File: config.mk
export PLATFORM = sky130hd
export DESIGN_NAME = iaf_ctrl
export DESIGN_NICKNAME = d
export VERILOG_FILES = /design/src/hw/rtl/integer_ascii_formatter_unit_assert.svh /design/src/hw/rtl/iaf_pkg.sv /design/src/hw/rtl/iaf_ctrl.sv
export SDC_FILE = /design/constraint.sdc
export NUM_CORES = 1
export LEC_CHECK = 0
export ABC_AREA = 1
export BUFFER_PORTS_ARGS = -buffer_cell sky130_fd_sc_hd__buf_2
export CAP_MARGIN = 20
export CORE_AREA = 2 2 39 41
export CTS_CLUSTER_DIAMETER = 50
export DETAILED_ROUTE_END_ITERATION = 10
export DIE_AREA = 0 0 41 43
export GPL_TIMING_DRIVEN = 0
export SYNTH_ARGS = -nofsm -noshare
export SYNTH_HDL_FRONTEND = slang
export SYNTH_SLANG_ARGS = --single-unit
File: constraint.sdc
create_clock -name clk -period 1.05 [get_ports clk]
set_clock_uncertainty 0.1 [all_clocks]
set_input_delay 0.105 -clock clk [delete_from_list [all_inputs] [get_ports clk]]
set_output_delay 0.105 -clock clk [all_outputs]
set_load 0.005 [all_outputs]
File: src/hw/rtl/integer_ascii_formatter_unit_assert.svh
// ----------------------------------------------------------------------------
// Integer ASCII formatter assertion macros
// Shared assertions on clk; IAF_ASSERT is off during active-low reset rst_n.
// ----------------------------------------------------------------------------
`ifndef INTEGER_ASCII_FORMATTER_UNIT_ASSERT_SVH
`define INTEGER_ASCII_FORMATTER_UNIT_ASSERT_SVH

// check outside of reset
`define IAF_ASSERT(lbl, prop, msg) \
  lbl: assert property (@(posedge clk) disable iff (!rst_n) prop) else $error(msg);

// check at every edge, reset included
`define IAF_ASSERT_ALWAYS(lbl, prop, msg) \
  lbl: assert property (@(posedge clk) prop) else $error(msg);

`endif

File: src/hw/rtl/iaf_pkg.sv
// ----------------------------------------------------------------------------
// Integer ASCII formatter package
// Command codes, character constants, control and status types.
// ----------------------------------------------------------------------------
`timescale 1ns / 1ps
`default_nettype none

package iaf_pkg;

  localparam logic [2:0] CMD_SDEC  = 3'd0;
  localparam logic [2:0] CMD_UDEC  = 3'd1;
  localparam logic [2:0] CMD_HEXL  = 3'd2;
  localparam logic [2:0] CMD_HEXU  = 3'd3;
  localparam logic [2:0] CMD_PTR   = 3'd4;

  localparam logic [7:0] CH_ZERO   = 8'h30;
  localparam logic [7:0] CH_LOWER_A = 8'h61;
  localparam logic [7:0] CH_UPPER_A = 8'h41;
  localparam logic [7:0] CH_MINUS  = 8'h2D;
  localparam logic [7:0] CH_X      = 8'h78;

  localparam logic [63:0] RECIP_TEN = 64'h0000_0000_CCCC_CCCD;

  typedef struct packed {
    logic load;
    logic div_step;
    logic emit;
  } ctrl_cmd_t;

  typedef struct packed {
    logic cmd_ok;
    logic in_dec;
    logic q_zero;
    logic pre_left;
    logic ptr_zero;
    logic out_free;
  } dp_stat_t;

  function automatic logic [7:0] digit_char(input logic [3:0] d, input logic upper);
    logic [7:0] base;
    base = upper ? CH_UPPER_A : CH_LOWER_A;
    if (d < 4'd10) begin
      digit_char = CH_ZERO + {4'd0, d};
    end else begin
      digit_char = base + {4'd0, d} - 8'd10;
    end
  endfunction

endpackage

`default_nettype wire

File: src/hw/rtl/iaf_ctrl.sv
// ----------------------------------------------------------------------------
// Integer ASCII formatter controller
// Sequences load, decimal digit extraction and character emission.
// ----------------------------------------------------------------------------
`timescale 1ns / 1ps
`default_nettype none

module iaf_ctrl (
  input  wire logic              clk,
  input  wire logic              rst_n,
  input  wire logic              in_valid,
  output logic                   in_ready,
  input  wire iaf_pkg::dp_stat_t st,
  output iaf_pkg::ctrl_cmd_t     ctl
);
  import iaf_pkg::*;

  localparam logic [1:0] ST_IDLE = 2'd0;
  localparam logic [1:0] ST_CONV = 2'd1;
  localparam logic [1:0] ST_EMIT = 2'd2;

  logic [1:0] state_r;
  logic [1:0] state_nxt;

  always_comb begin
    state_nxt    = state_r;
    in_ready     = 1'b0;
    ctl.load     = 1'b0;
    ctl.div_step = 1'b0;
    ctl.emit     = 1'b0;
    case (state_r)
      ST_IDLE: begin
        in_ready = 1'b1;
        if (in_valid && st.cmd_ok) begin
          ctl.load  = 1'b1;
          state_nxt = st.in_dec ? ST_CONV : ST_EMIT;
        end
      end
      ST_CONV: begin
        ctl.div_step = 1'b1;
        if (st.q_zero) begin
          state_nxt = ST_EMIT;
        end
      end
      ST_EMIT: begin
        if (st.out_free) begin
          ctl.emit = 1'b1;
          if (!st.pre_left && st.ptr_zero) begin
            state_nxt = ST_IDLE;
          end
        end
      end
      default: begin
        state_nxt = ST_IDLE;
      end
    endcase
  end

  always_ff @(posedge clk) begin
    if (!rst_n) begin
      state_r <= ST_IDLE;
    end else begin
      state_r <= state_nxt;
    end
  end

endmodule

`default_nettype wire

* Word-level counts from Yosys, hierarchy flattened
Cells that the tools add are included.
** Word-level totals
- Flip-flop bits (word level) :: 2
** Cells by class
- Eq/ne operators :: 6
- Muxes and demuxes :: 12
- Reduce and logical (&&, ||, !) cells :: 5
** Operators by type and width (number)
- $mux W2 :: 5
- $ne A2 B2 Y1 const B :: 4
- $mux W1 :: 6
- $pmux W2 S3 :: 1
- $reduce_and A4 Y1 :: 1
- $eq A2 B1 Y1 const B :: 1
- $eq A2 B2 Y1 const B :: 1
- $logic_and A1 B1 Y1 :: 2
- $logic_not A2 Y1 :: 1
- $logic_not A1 Y1 :: 1

* Logic depth before layout (Yosys ltp)
Gate-level depths: netlist (run 1).
- Word-level depth :: 5
- Gate-level depth with buffers :: 7
- Depth with buffers taken out :: 7

* Worst setup path before layout (run 1)
Ideal clock, no wire load.
- Path kind :: register to register
- Start point :: reg state_r[1]
- End point :: reg state_r[0]
- Arrival time :: 0.783 ns
- Path slack :: 0.054 ns
- Cell stages (with the launch flop) :: 7
- Path buffers :: 0
- Period minus slack after synthesis :: 0.996 ns
- Path through :: dfxtp_1 nor2_2 nand2_2 nand2_1 nor2_1 nor2_1 nor2_1
** On the way
- Cells in the longest elaborated chain, start to end :: 3
** RTL lines
- from (decl) :: line iaf_ctrl.sv:22 : logic [1:0] state_r;
- from (signal assigned) :: line iaf_ctrl.sv:63 : state_r <= state_nxt;
- $eq A2 B2 Y1 (tied with other cells) :: line iaf_ctrl.sv:31 : case (state_r)
- $ne A2 B2 Y1 (no source line)
- $reduce_and A4 Y1 (no source line)
Several ways; a longest one is shown, not always the timed one.
A chain may end at the register's enable or synchronous reset.

==> results of run 1 <==
==> cells by family after synthesis <==
| logic type | after synthesis |
|---|---|
| AOI/OAI and AO/OA | 1 |
| buffers and inverters | 4 |
| DFF | 2 |
| and+or+nand+nor | 20 |
==> power by group through the flow <==
stage                     Sequential [uW]  Clock [uW]  Combinational (uW)
after CTS                             157         185                 303
after detailed placement              143           0                 247
after floorplan                       135           0                 168
final                                 171         173                 294
after global placement                142           0                 246
after global routing                  178         184                 333
==> repair_timing <==
item | CTS | global route
resized for setup | 6 | 5
pin swaps | 0 | 4
endpoints found under the setup margin | 5 | 6
buffers inserted | 2 | 0
==> worst paths after layout <==
path / start / end / slack (ns) / depth (start not counted)
min reg2reg: state_r[1] / state_r[1] / 0.45 / 3
max: state_r[0] / ctl[0] / -0.05 / 3
min: rst_n / state_r[0] / 0.02 / 3
max reg2reg: state_r[1] / state_r[0] / 0.02 / 6
==> metal layers <==
| layer | GRT usage, % | up-vias |
|---|---|---|
| li1 | - | 118 |
| met1 | 4.79 | 90 |
| met2 | 8.75 | 11 |
| met3 | 4.71 | 2 |
| met4 | 10.0 | 0 |
| met5 | 0 | - |
==> per-stage QoR <==
| stage | hold slack, ns | total power (uW) | std cells | util [%] | cell area [um^2] |
|---|---|---|---|---|---|
| global placement | 0.252 | 389 | 55 | 16.9 | 234 |
| floorplan | 0.126 | 303 | 27 | - | 154 |
| finish | 0.0155 | 638 | 59 | 21.2 | 294 |
| detailed placement | 0.259 | 391 | 55 | 16.9 | 234 |
| CTS | 0.00932 | 645 | 60 | 20.7 | 287 |
| global route | 0.0198 | 695 | 59 | 21.2 | 294 |
==> cells in the mapped netlist <==
cell,number,share of area (%)
sky130_fd_sc_hd__nand3b_1,1,4.9
sky130_fd_sc_hd__nand2_2,1,4.1
sky130_fd_sc_hd__nand4_1,1,4.1
sky130_fd_sc_hd__nor2_2,1,4.1
sky130_fd_sc_hd__nand3_1,2,6.5
sky130_fd_sc_hd__inv_2,1,2.4
sky130_fd_sc_hd__nor3_1,1,3.2
sky130_fd_sc_hd__inv_1,3,7.3
sky130_fd_sc_hd__and3_2,1,4.9
sky130_fd_sc_hd__dfxtp_1,2,26
sky130_fd_sc_hd__nand2_1,7,17
sky130_fd_sc_hd__nor2_1,5,12
sky130_fd_sc_hd__a21oi_1,1,3.2
==> worst max-delay path, cell delays in order, from the launching register on <==
cell and delay (ns):
sky130_fd_sc_hd__dfxtp_4 0.36, sky130_fd_sc_hd__inv_4 0.06, sky130_fd_sc_hd__and3_4 0.16, sky130_fd_sc_hd__buf_6 0.08
==> layout make-up <==
| cell class | instances | area share, % |
|---|---|---|
| Timing Repair Buffer | 13 | 25.1 |
| Multi-Input combinational cell | 21 | 38.3 |
| Sequential cell | 2 | 16.2 |
| Inverter | 4 | 5.96 |
| Tap cell | 16 | 6.81 |
| Clock buffer | 3 | 7.66 |
==> placed cells by master, fill, tap and decap left out, drive strengths merged <==
| master | count |
|---|---|
| nor3 | 1 |
| and3 | 1 |
| nor2 | 6 |
| inv | 4 |
| dfxtp | 2 |
| nand4 | 1 |
| nand3 | 2 |
| nand3b | 1 |
| clkbuf | 3 |
| a21oi | 1 |
| buf | 13 |
| nand2 | 8 |
==> impl_metrics.csv, run 1 <==
group,metric,value,unit
status,status,"finished, violations left",
status,violations_in_the_final_reports,"negative setup slack",
drt,detail_route.wl_per_cell,7.54,um
synthesis,syn_avg_cell_area,5.70,um^2
drt,drc_errors,0,
cts,ctsRootBufferMaster,"sky130_fd_sc_hd__clkbuf_4",
drt,detailroute.wirelength.met2,209,um
layout,antenna-diode-count,0,
cts,hold_buffers,0,
drt,wl_met1,147,um
layout,area_delta_synth_final,91.1,%
pwr,power.net_switching,244,uW
floorplan,fp.dieArea,1760,um^2
sta,timing.final.hold_violations,0,
synthesis,yosys.cell_types.count,13,
layout,reg.largest.list,"state_r x2",
layout,largest_register_ffs,2,
layout,largest_reg_by_ff_count,"state_r",
synthesis,synth_warnings,0,
sta,worst_slack,-0.0472,ns
grt,grt_start_max_net_pins,7,
drt,wl,445,um
floorplan,ios,13,
floorplan,die_y,43,um
synthesis,share_of_synthesized_cell_area_in_and_or_nand_and_nor_gates,61.0,%
drt,drt_iter0_drc,1,
critical_path,path_max_fanout,6,
drt,final_antenna_net_count,0,
pwr,comb_power_share,46.1,%
grt,grt_pass1_wl,669,um
place,pre_cts_ws,-0.0197,ns
drt,drt_pass_1_iters,2,
grt,number_of_antenna_violations_at_the_first_check_in_global_routing,0,
drt,routed-via-count,221,
sta,rsz0062_at_grt,"yes",
synthesis,nets_in_the_synthesized_netlist,36,
drt,post_drt_via_cell_ratio,3.75,
grt,first_global_vias,205,
cts,number_of_h_tree_levels,1,
job,timing.max_cap.violations,0,
floorplan,core_area,1380,um^2
synthesis,synth_compound_gate_area_share,3.25,%
synthesis,synth_top_family_by_area,"simple AND/OR/NAND/NOR gates",
sta,finalSetupViolations,3,
floorplan,initial_utilization,11.1,%
pwr,clock_power_share,27.2,%
pwr,cellLeakagePower,0.000157,uW
drt,top_signal_layer_used,"met4",
layout,multi_input_logic_area,113,um^2
hold_path,type_of_the_most_critical_hold_path,"in2reg",
cts,cts-buffers-inserted,3,
grt,globalRouteOverflowTotal,0,
cts,clk_latency,0.23,ns
synthesis,post_synthesis_mux_area_share,0,%
floorplan,rows,14,
pwr,vdd_ir_drop_max,0.406,mV
place,place.gp.congestion,0.593,
pwr,swShare,38.2,%
sta,finalSetupTns,-0.0698,ns
synthesis,combined_area_of_all_synthesized_cells,154,um^2
pwr,power_frac_seq,26.7,%
critical_path,startpoint_type,"flop",
sta,worst_slew_pin_slew,0.132,ns
pwr,pwr_density_cell,2170,nW/um^2
critical_path,critical_path_arrival,0.89,ns
synthesis,share_of_the_synthesized_netlist_area_taken_by_xor_and_xnor_gates,0,%
cts,cts.reportedPaths.clkPinSlew,0.03,ns
cts,clock_path_buffers,2,
grt,grt_usage,6.71,%
critical_path,required,0.84,ns
layout,fill_cells,159,
pwr,intPower,394,uW
sta,final_period_minus_worst_setup_slack,1.10,ns
place,place.port_buffers,12,
synthesis,post_synth_adder_cell_area,0,%
drt,route.met3.wl,73,um
layout,final_nets,54,
layout,final-seq-area,47.5,um^2
synthesis,syn_inst,27,
floorplan,dieWidth,41,um
synthesis,postSynthRegisterBits,2,
cts,clock_sink_count,2,
place,place_hpwl,346,um
sta,final-max-slew-violation-count,0,
sta,worst_slew_margin_rel,91.2,%
critical_path,setup.worst_path.end_class,"output pin",
layout,drive_above_1_share,60.5,%
sta,fmax,911,MHz
critical_path,timing.setup.critical_path_class,"reg2out",
sta,layout_worst_path_cycle_share,104,%
cts,tritoncts,"built",
synthesis,seq_area_frac_synth,26.0,%
(Power assumes the default switching activity.)
==> run 2: changes to the inputs <==
--- a/config.mk
+++ b/config.mk
@@ -13,6 +13,7 @@
 export DETAILED_ROUTE_END_ITERATION = 10
 export DIE_AREA = 0 0 41 43
 export GPL_TIMING_DRIVEN = 0
+export MAX_ROUTING_LAYER = met4
 export SYNTH_ARGS = -nofsm -noshare
 export SYNTH_HDL_FRONTEND = slang
 export SYNTH_SLANG_ARGS = --single-unit
==> run 2 against run 1 <==
Compared with the run above: the flow still finishes with violations (negative setup slack); wire length did not move; global-route usage increased by 0.17 points; worst setup slack is essentially flat; cell count unchanged.
==> impl_metrics.csv, run 2 (same netlist as run 1, synthesis figures left out) <==
group,metric,value,unit
status,violations_in_the_final_reports,"negative setup slack",
place,place_hpwl,346,um
cts,tritoncts,"built",
pwr,vdd_ir_drop_max,0.406,mV
critical_path,required,0.84,ns
layout,final_nets,54,
hold_path,type_of_the_most_critical_hold_path,"in2reg",
floorplan,initial_utilization,11.1,%
floorplan,core_area,1380,um^2
grt,globalRouteOverflowTotal,0,
critical_path,path_max_fanout,6,
grt,grt_start_max_net_pins,7,
sta,worst_slew_pin_slew,0.132,ns
sta,layout_worst_path_cycle_share,104,%
pwr,intPower,394,uW
floorplan,fp.dieArea,1760,um^2
layout,antenna-diode-count,0,
drt,post_drt_via_cell_ratio,3.75,
critical_path,critical-path-max-stage-delay,0.36,ns
drt,drt_iter0_drc,1,
floorplan,ios,13,
layout,design_area,294,um^2
critical_path,startpoint_type,"flop",
pwr,clock_power_share,27.2,%
pwr,power.net_switching,244,uW
sta,final-max-slew-violation-count,0,
cts,hold_buffers,0,
job,timing.max_cap.violations,0,
cts,clock_sink_count,2,
sta,worst_slack,-0.0472,ns
sta,final_period_minus_worst_setup_slack,1.10,ns
critical_path,crit_path_cell_trace,"inv_4, and3_4, buf_6",
layout,largest_register_ffs,2,
drt,detail_route.wl_per_cell,7.54,um
critical_path,crit_path_top_delay_cell,"sky130_fd_sc_hd__dfxtp_4",
place,place.port_buffers,12,
floorplan,dieWidth,41,um
sta,worst_slew_margin_rel,91.2,%
pwr,pwr_density_cell,2170,nW/um^2
layout,final_design_utilization,21.2,%
layout,largest_reg_by_ff_count,"state_r",
pwr,comb_power_share,46.1,%
grt,grt_pass1_wl,669,um
drt,drc_errors,0,
drt,wl,445,um
cts,clock_path_buffers,2,
drt,final_antenna_net_count,0,
grt,number_of_antenna_violations_at_the_first_check_in_global_routing,0,
cts,number_of_h_tree_levels,1,
layout,area_delta_synth_final,91.1,%
place,pre_cts_ws,-0.0197,ns
critical_path,critical_path_arrival,0.89,ns
sta,fmax,911,MHz
critical_path,setup.worst_path.end_class,"output pin",
drt,drt_pass_1_iters,2,
cts,cts-buffers-inserted,3,
layout,drive_above_1_share,60.5,%
cts,cts.reportedPaths.clkPinSlew,0.03,ns
place,post_dp_cell_area,234,um^2
cts,ctsRootBufferMaster,"sky130_fd_sc_hd__clkbuf_4",
hold_path,holdPathStages,3,
critical_path,worst_reg2reg_path_length_in_cells,6,
grt,grt_usage,6.88,%
sta,timing.final.hold_violations,0,
drt,routed-via-count,221,
cts,clk_latency,0.23,ns
layout,mostFrequentLayoutCell,"sky130_fd_sc_hd__buf_2",
pwr,cellLeakagePower,0.000157,uW
floorplan,rows,14,
sta,hold_slack,0.0155,ns
floorplan,die_y,43,um
critical_path,timing.setup.critical_path_class,"reg2out",
sta,finalSetupViolations,3,
grt,first_global_vias,205,
layout,layout_common_cells,"sky130_fd_sc_hd__buf_2 (11), sky130_fd_sc_hd__nand2_1 (6), sky130_fd_sc_hd__nor2_1 (4)",
status,status,"finished, violations left",
layout,reg.largest.list,"state_r x2",
sta,rsz0062_at_grt,"yes",
pwr,swShare,38.2,%
pwr,power_frac_seq,26.7,%
place,place.gp.congestion,0.597,
==> run 2: worst paths after layout <==
kind | from | end | slack, ns
worst max-delay path | state_r[0] | ctl[0] | -0.05
worst min-delay path | rst_n | state_r[0] | 0.02
worst max register to register | state_r[1] | state_r[0] | 0.02
worst min register to register | state_r[1] | state_r[1] | 0.45
==> run 2: through the flow <==
step                total power [uW]  std cells  TNS [ns]
floorplan                        303         27         0
global placement                 389         55  -0.00686
detailed placement               391         55   -0.0197
CTS                              645         60    -0.116
global route                     695         59    -0.253
finish                           638         59   -0.0697
==> run 2: timing repair <==
action	in CTS	in global routing
gates resized for setup	6	5
pin swaps	0	4
setup endpoints to repair	5	6
setup buffers	2	0
==> run 2: layout make-up <==
class | count | area, um^2
flip-flops and latches | 2 | 47.5
clock buffers | 3 | 22.5
repair buffers | 13 | 73.8
fillers | 159 | 1090
well taps | 16 | 20.0
inverters | 4 | 17.5
multi-input cells | 21 | 113
==> run 2: power groups by stage <==
stage / Sequential (uW) / Combinational [uW] / Clock, uW
after global placement: 142 / 246 / 0
after global routing: 178 / 333 / 184
after CTS: 157 / 303 / 185
after floorplan: 135 / 168 / 0
after detailed placement: 143 / 247 / 0
final: 171 / 294 / 173
==> run 2: worst max-delay path, delay by kind of cell (launching register included) <==
kind | cells | cell delay (ns)
buffers and inverters | 2 | 0.14
flip-flops | 1 | 0.36
AND/OR/NAND/NOR | 1 | 0.16
==> run 2: layer usage <==
| layer | GRT usage, % | part of all wire, % | up-vias |
|---|---|---|---|
| met1 | 5.43 | 36 | 90 |
| met3 | 3.66 | 13 | 2 |
| met4 | 10.0 | 3.4 | 0 |
| met2 | 8.75 | 47 | 11 |
| met5 | - | 0 | - |
| li1 | - | - | 118 |
==> run 3: changes to the inputs <==
--- a/config.mk
+++ b/config.mk
@@ -5,7 +5,7 @@
 export SDC_FILE = /design/constraint.sdc
 export NUM_CORES = 1
 export LEC_CHECK = 0
-export ABC_AREA = 1
+export ABC_AREA = 0
 export BUFFER_PORTS_ARGS = -buffer_cell sky130_fd_sc_hd__buf_2
 export CAP_MARGIN = 20
 export CORE_AREA = 2 2 39 41
==> run 3 against run 2 <==
Compared with the run above: the run still ends with negative setup slack left; cell count down 20%; die area did not move; first-iteration DRC count rose to 3.0 times the previous value; wire length shrank 5.2%; clock-buffer cell count unchanged; worst setup slack worse by 0.040 ns; design area shrank 15%; combinational power shrank 83%; hold slack improved by 0.00059 ns; sequential power shrank 48%.
==> impl_metrics.csv, run 3 <==
group,metric,value,unit
critical_path,crit_path_top_delay_cell,"sky130_fd_sc_hd__dfxtp_4",
grt,number_of_antenna_violations_at_the_first_check_in_global_routing,0,
floorplan,initial_utilization,9.67,%
critical_path,timing.reg2reg.setup_slack,-0.05,ns
drt,wl,422,um
drt,post_drt_via_cell_ratio,3.74,
drt,top_signal_layer_used,"met4",
layout,largest_register_ffs,2,
layout,reg.largest.list,"state_r x2",
synthesis,synth_warnings,0,
synthesis,yosys.cell_types.count,14,
drt,drc_errors,0,
synthesis,seq_area_frac_synth,29.9,%
place,post_dp_cell_area,214,um^2
synthesis,postSynthRegisterBits,2,
sta,final-max-slew-violation-count,0,
synthesis,ys_top_cells_by_area,"sky130_fd_sc_hd__dfxtp_1 (30%), sky130_fd_sc_hd__mux2_4 (11%), sky130_fd_sc_hd__nor3b_2 (9.3%)",
sta,fmax,879,MHz
place,pre_cts_ws,-0.0420,ns
floorplan,fp.dieArea,1760,um^2
grt,grt_start_max_net_pins,8,
cts,clk_latency,0.23,ns
pwr,pwr_density_cell,1280,nW/um^2
sta,worst_slew_pin_slew,0.221,ns
synthesis,syn_avg_cell_area,8.93,um^2
critical_path,startpoint_type,"flop",
floorplan,die_y,43,um
layout,fill_cells,164,
drt,wl_met1,181,um
status,status,"finished, violations left",
sta,final_period_minus_worst_setup_slack,1.14,ns
drt,detail_route.wl_per_cell,8.98,um
critical_path,setup.worst_path.end_class,"output pin",
cts,number_of_h_tree_levels,1,
hold_path,hold_path_end,"state_r[1]",
critical_path,r2r-end,"state_r[1]",
layout,largest_reg_by_ff_count,"state_r",
floorplan,rows,14,
hold_path,holdPathStages,2,
drt,final_antenna_net_count,0,
cts,ctsRootBufferMaster,"sky130_fd_sc_hd__clkbuf_4",
drt,routed-via-count,176,
pwr,vdd_ir_drop_max,0.227,mV
layout,final_nets,42,
sta,finalSetupTns,-0.171,ns
synthesis,syn_inst,15,
job,timing.max_cap.violations,0,
grt,globalRouteOverflowTotal,0,
critical_path,path_max_fanout,7,
hold_path,worst_hold_startpoint,"rst_n",
drt,drt_iter0_drc,3,
cts,cts.reportedPaths.clkPinSlew,0.04,ns
critical_path,critical-path-max-stage-delay,0.37,ns
sta,worst_slack,-0.0871,ns
synthesis,nets_in_the_synthesized_netlist,24,
floorplan,dieWidth,41,um
cts,clock_sink_count,2,
drt,detailroute.wirelength.met2,175,um
layout,area_delta_synth_final,86.0,%
cts,tritoncts,"built",
drt,drt_pass_1_iters,2,
synthesis,synth_enable_flop_cells,0,
layout,mostFrequentLayoutCell,"sky130_fd_sc_hd__buf_2",
cts,cts-buffers-inserted,3,
place,place_hpwl,292,um
sta,finalSetupViolations,3,
layout,drive_above_1_share,67.7,%
synthesis,synth_top_cell_by_area,"sky130_fd_sc_hd__dfxtp_1",
grt,grt_pass1_wl,641,um
hold_path,type_of_the_most_critical_hold_path,"in2reg",
sta,rsz0062_at_grt,"yes",
synthesis,ys_async_sr_fraction,0,%
critical_path,required,0.84,ns
sta,hold_slack,0.0161,ns
status,violations_in_the_final_reports,"negative setup slack",
layout,layout_common_cells,"sky130_fd_sc_hd__buf_2 (12), sky130_fd_sc_hd__clkbuf_4 (3)",
sta,layout_worst_path_cycle_share,108,%
floorplan,ios,13,
critical_path,worst_reg2reg_path_length_in_cells,4,
drt,route.met3.wl,50,um
place,place.gp.congestion,0.586,
critical_path,timing.setup.critical_path_class,"reg2out",
synthesis,synth_top_flop_cell,"sky130_fd_sc_hd__dfxtp_1",
place,place.port_buffers,12,
critical_path,reg2reg_from,"state_r[0]",
synthesis,combined_area_of_all_synthesized_cells,134,um^2
critical_path,critical_path_arrival,0.93,ns
synthesis,synth_most_common_cell,"sky130_fd_sc_hd__dfxtp_1",
cts,clock_path_buffers,2,
sta,timing.final.hold_violations,0,
grt,first_global_vias,168,
layout,antenna-diode-count,0,
cts,hold_buffers,0,
synthesis,post-synth-top-area-fraction,29.9,%
floorplan,core_area,1380,um^2
grt,grt_usage,6.36,%
sta,worst_slew_margin_rel,85.2,%
layout,design_area,249,um^2
critical_path,crit_path_cell_trace,"and3b_2, buf_2",
pwr,cellLeakagePower,0.000128,uW
run 3: cell count changes after synthesis, sizes merged, moves of 2 or more:
cell   before  now
and3b       0    2
nor2        6    1
inv         4    0
nand2       8    1
run 3: routing by layer:
layer | vias to the layer above | GRT usage, %
met4 | 0 | 8.00
met3 | 2 | 3.14
met1 | 74 | 6.05
met5 | - | -
li1 | 89 | -
met2 | 11 | 7.81
run 3: final cells by class:
type / count / area (um^2) / share of cell area (%)
clock buffers: 3 / 22.5 / 9.05
multi-input cells: 13 / 93.8 / 37.7
flip-flops and latches: 2 / 45.0 / 18.1
well taps: 16 / 20.0 / 8.04
repair buffers: 13 / 67.6 / 27.1
run 3: logic make-up after synthesis:
group	Yosys count	share of synthesized area, %
muxes	1	11.2
and+or+nand+nor	9	45.8
DFF	2	29.9
AOI/OAI and AO/OA	3	13.1
run 3: per-stage QoR:
stage,std cells,utilization [%],total power [uW]
after floorplan,15,-,110
after global placement,43,15.5,137
after detailed placement,43,15.5,138
after CTS,47,18.0,325
after global routing,47,18.0,339
final,47,18.0,319
run 3: worst max-delay path, delay by kind of cell (launching register included):
kind                   cells  cell delay (ns)
flip-flops                 1             0.37
AND/OR/NAND/NOR            1             0.21
buffers and inverters      1             0.12
run 3: worst max-delay path by stage:
| stage | start | cells past startpoint | slack [ns] | to |
|---|---|---|---|---|
| final | state_r[0] | 2 | -0.09 | ctl[0] |
| after global routing | state_r[0] | 2 | -0.11 | ctl[0] |
| after detailed placement | state_r[0] | 2 | -0.04 | state_r[0] |
| after floorplan | state_r[0] | 2 | 0.03 | state_r[0] |
| after global placement | state_r[0] | 2 | -0.03 | state_r[0] |
| after CTS | state_r[0] | 2 | -0.09 | ctl[0] |
run 3: what timing repair did:
item | in CTS | in global routing
gates resized for setup | 3 | 0
endpoints found under the setup margin | 5 | 4
pin swaps | 0 | 0
buffers inserted | 1 | 0
run 3: where the power goes:
part / internal, uW / switching (uW) / leakage (uW) / total [uW]
registers: 80.0 / 8.22 / 0.0000175 / 88.2
logic: 32.1 / 18.0 / 0.0000971 / 50.1
clock network: 127 / 54.2 / 0.0000138 / 181
total: 239 / 80.4 / 0.000128 / 319
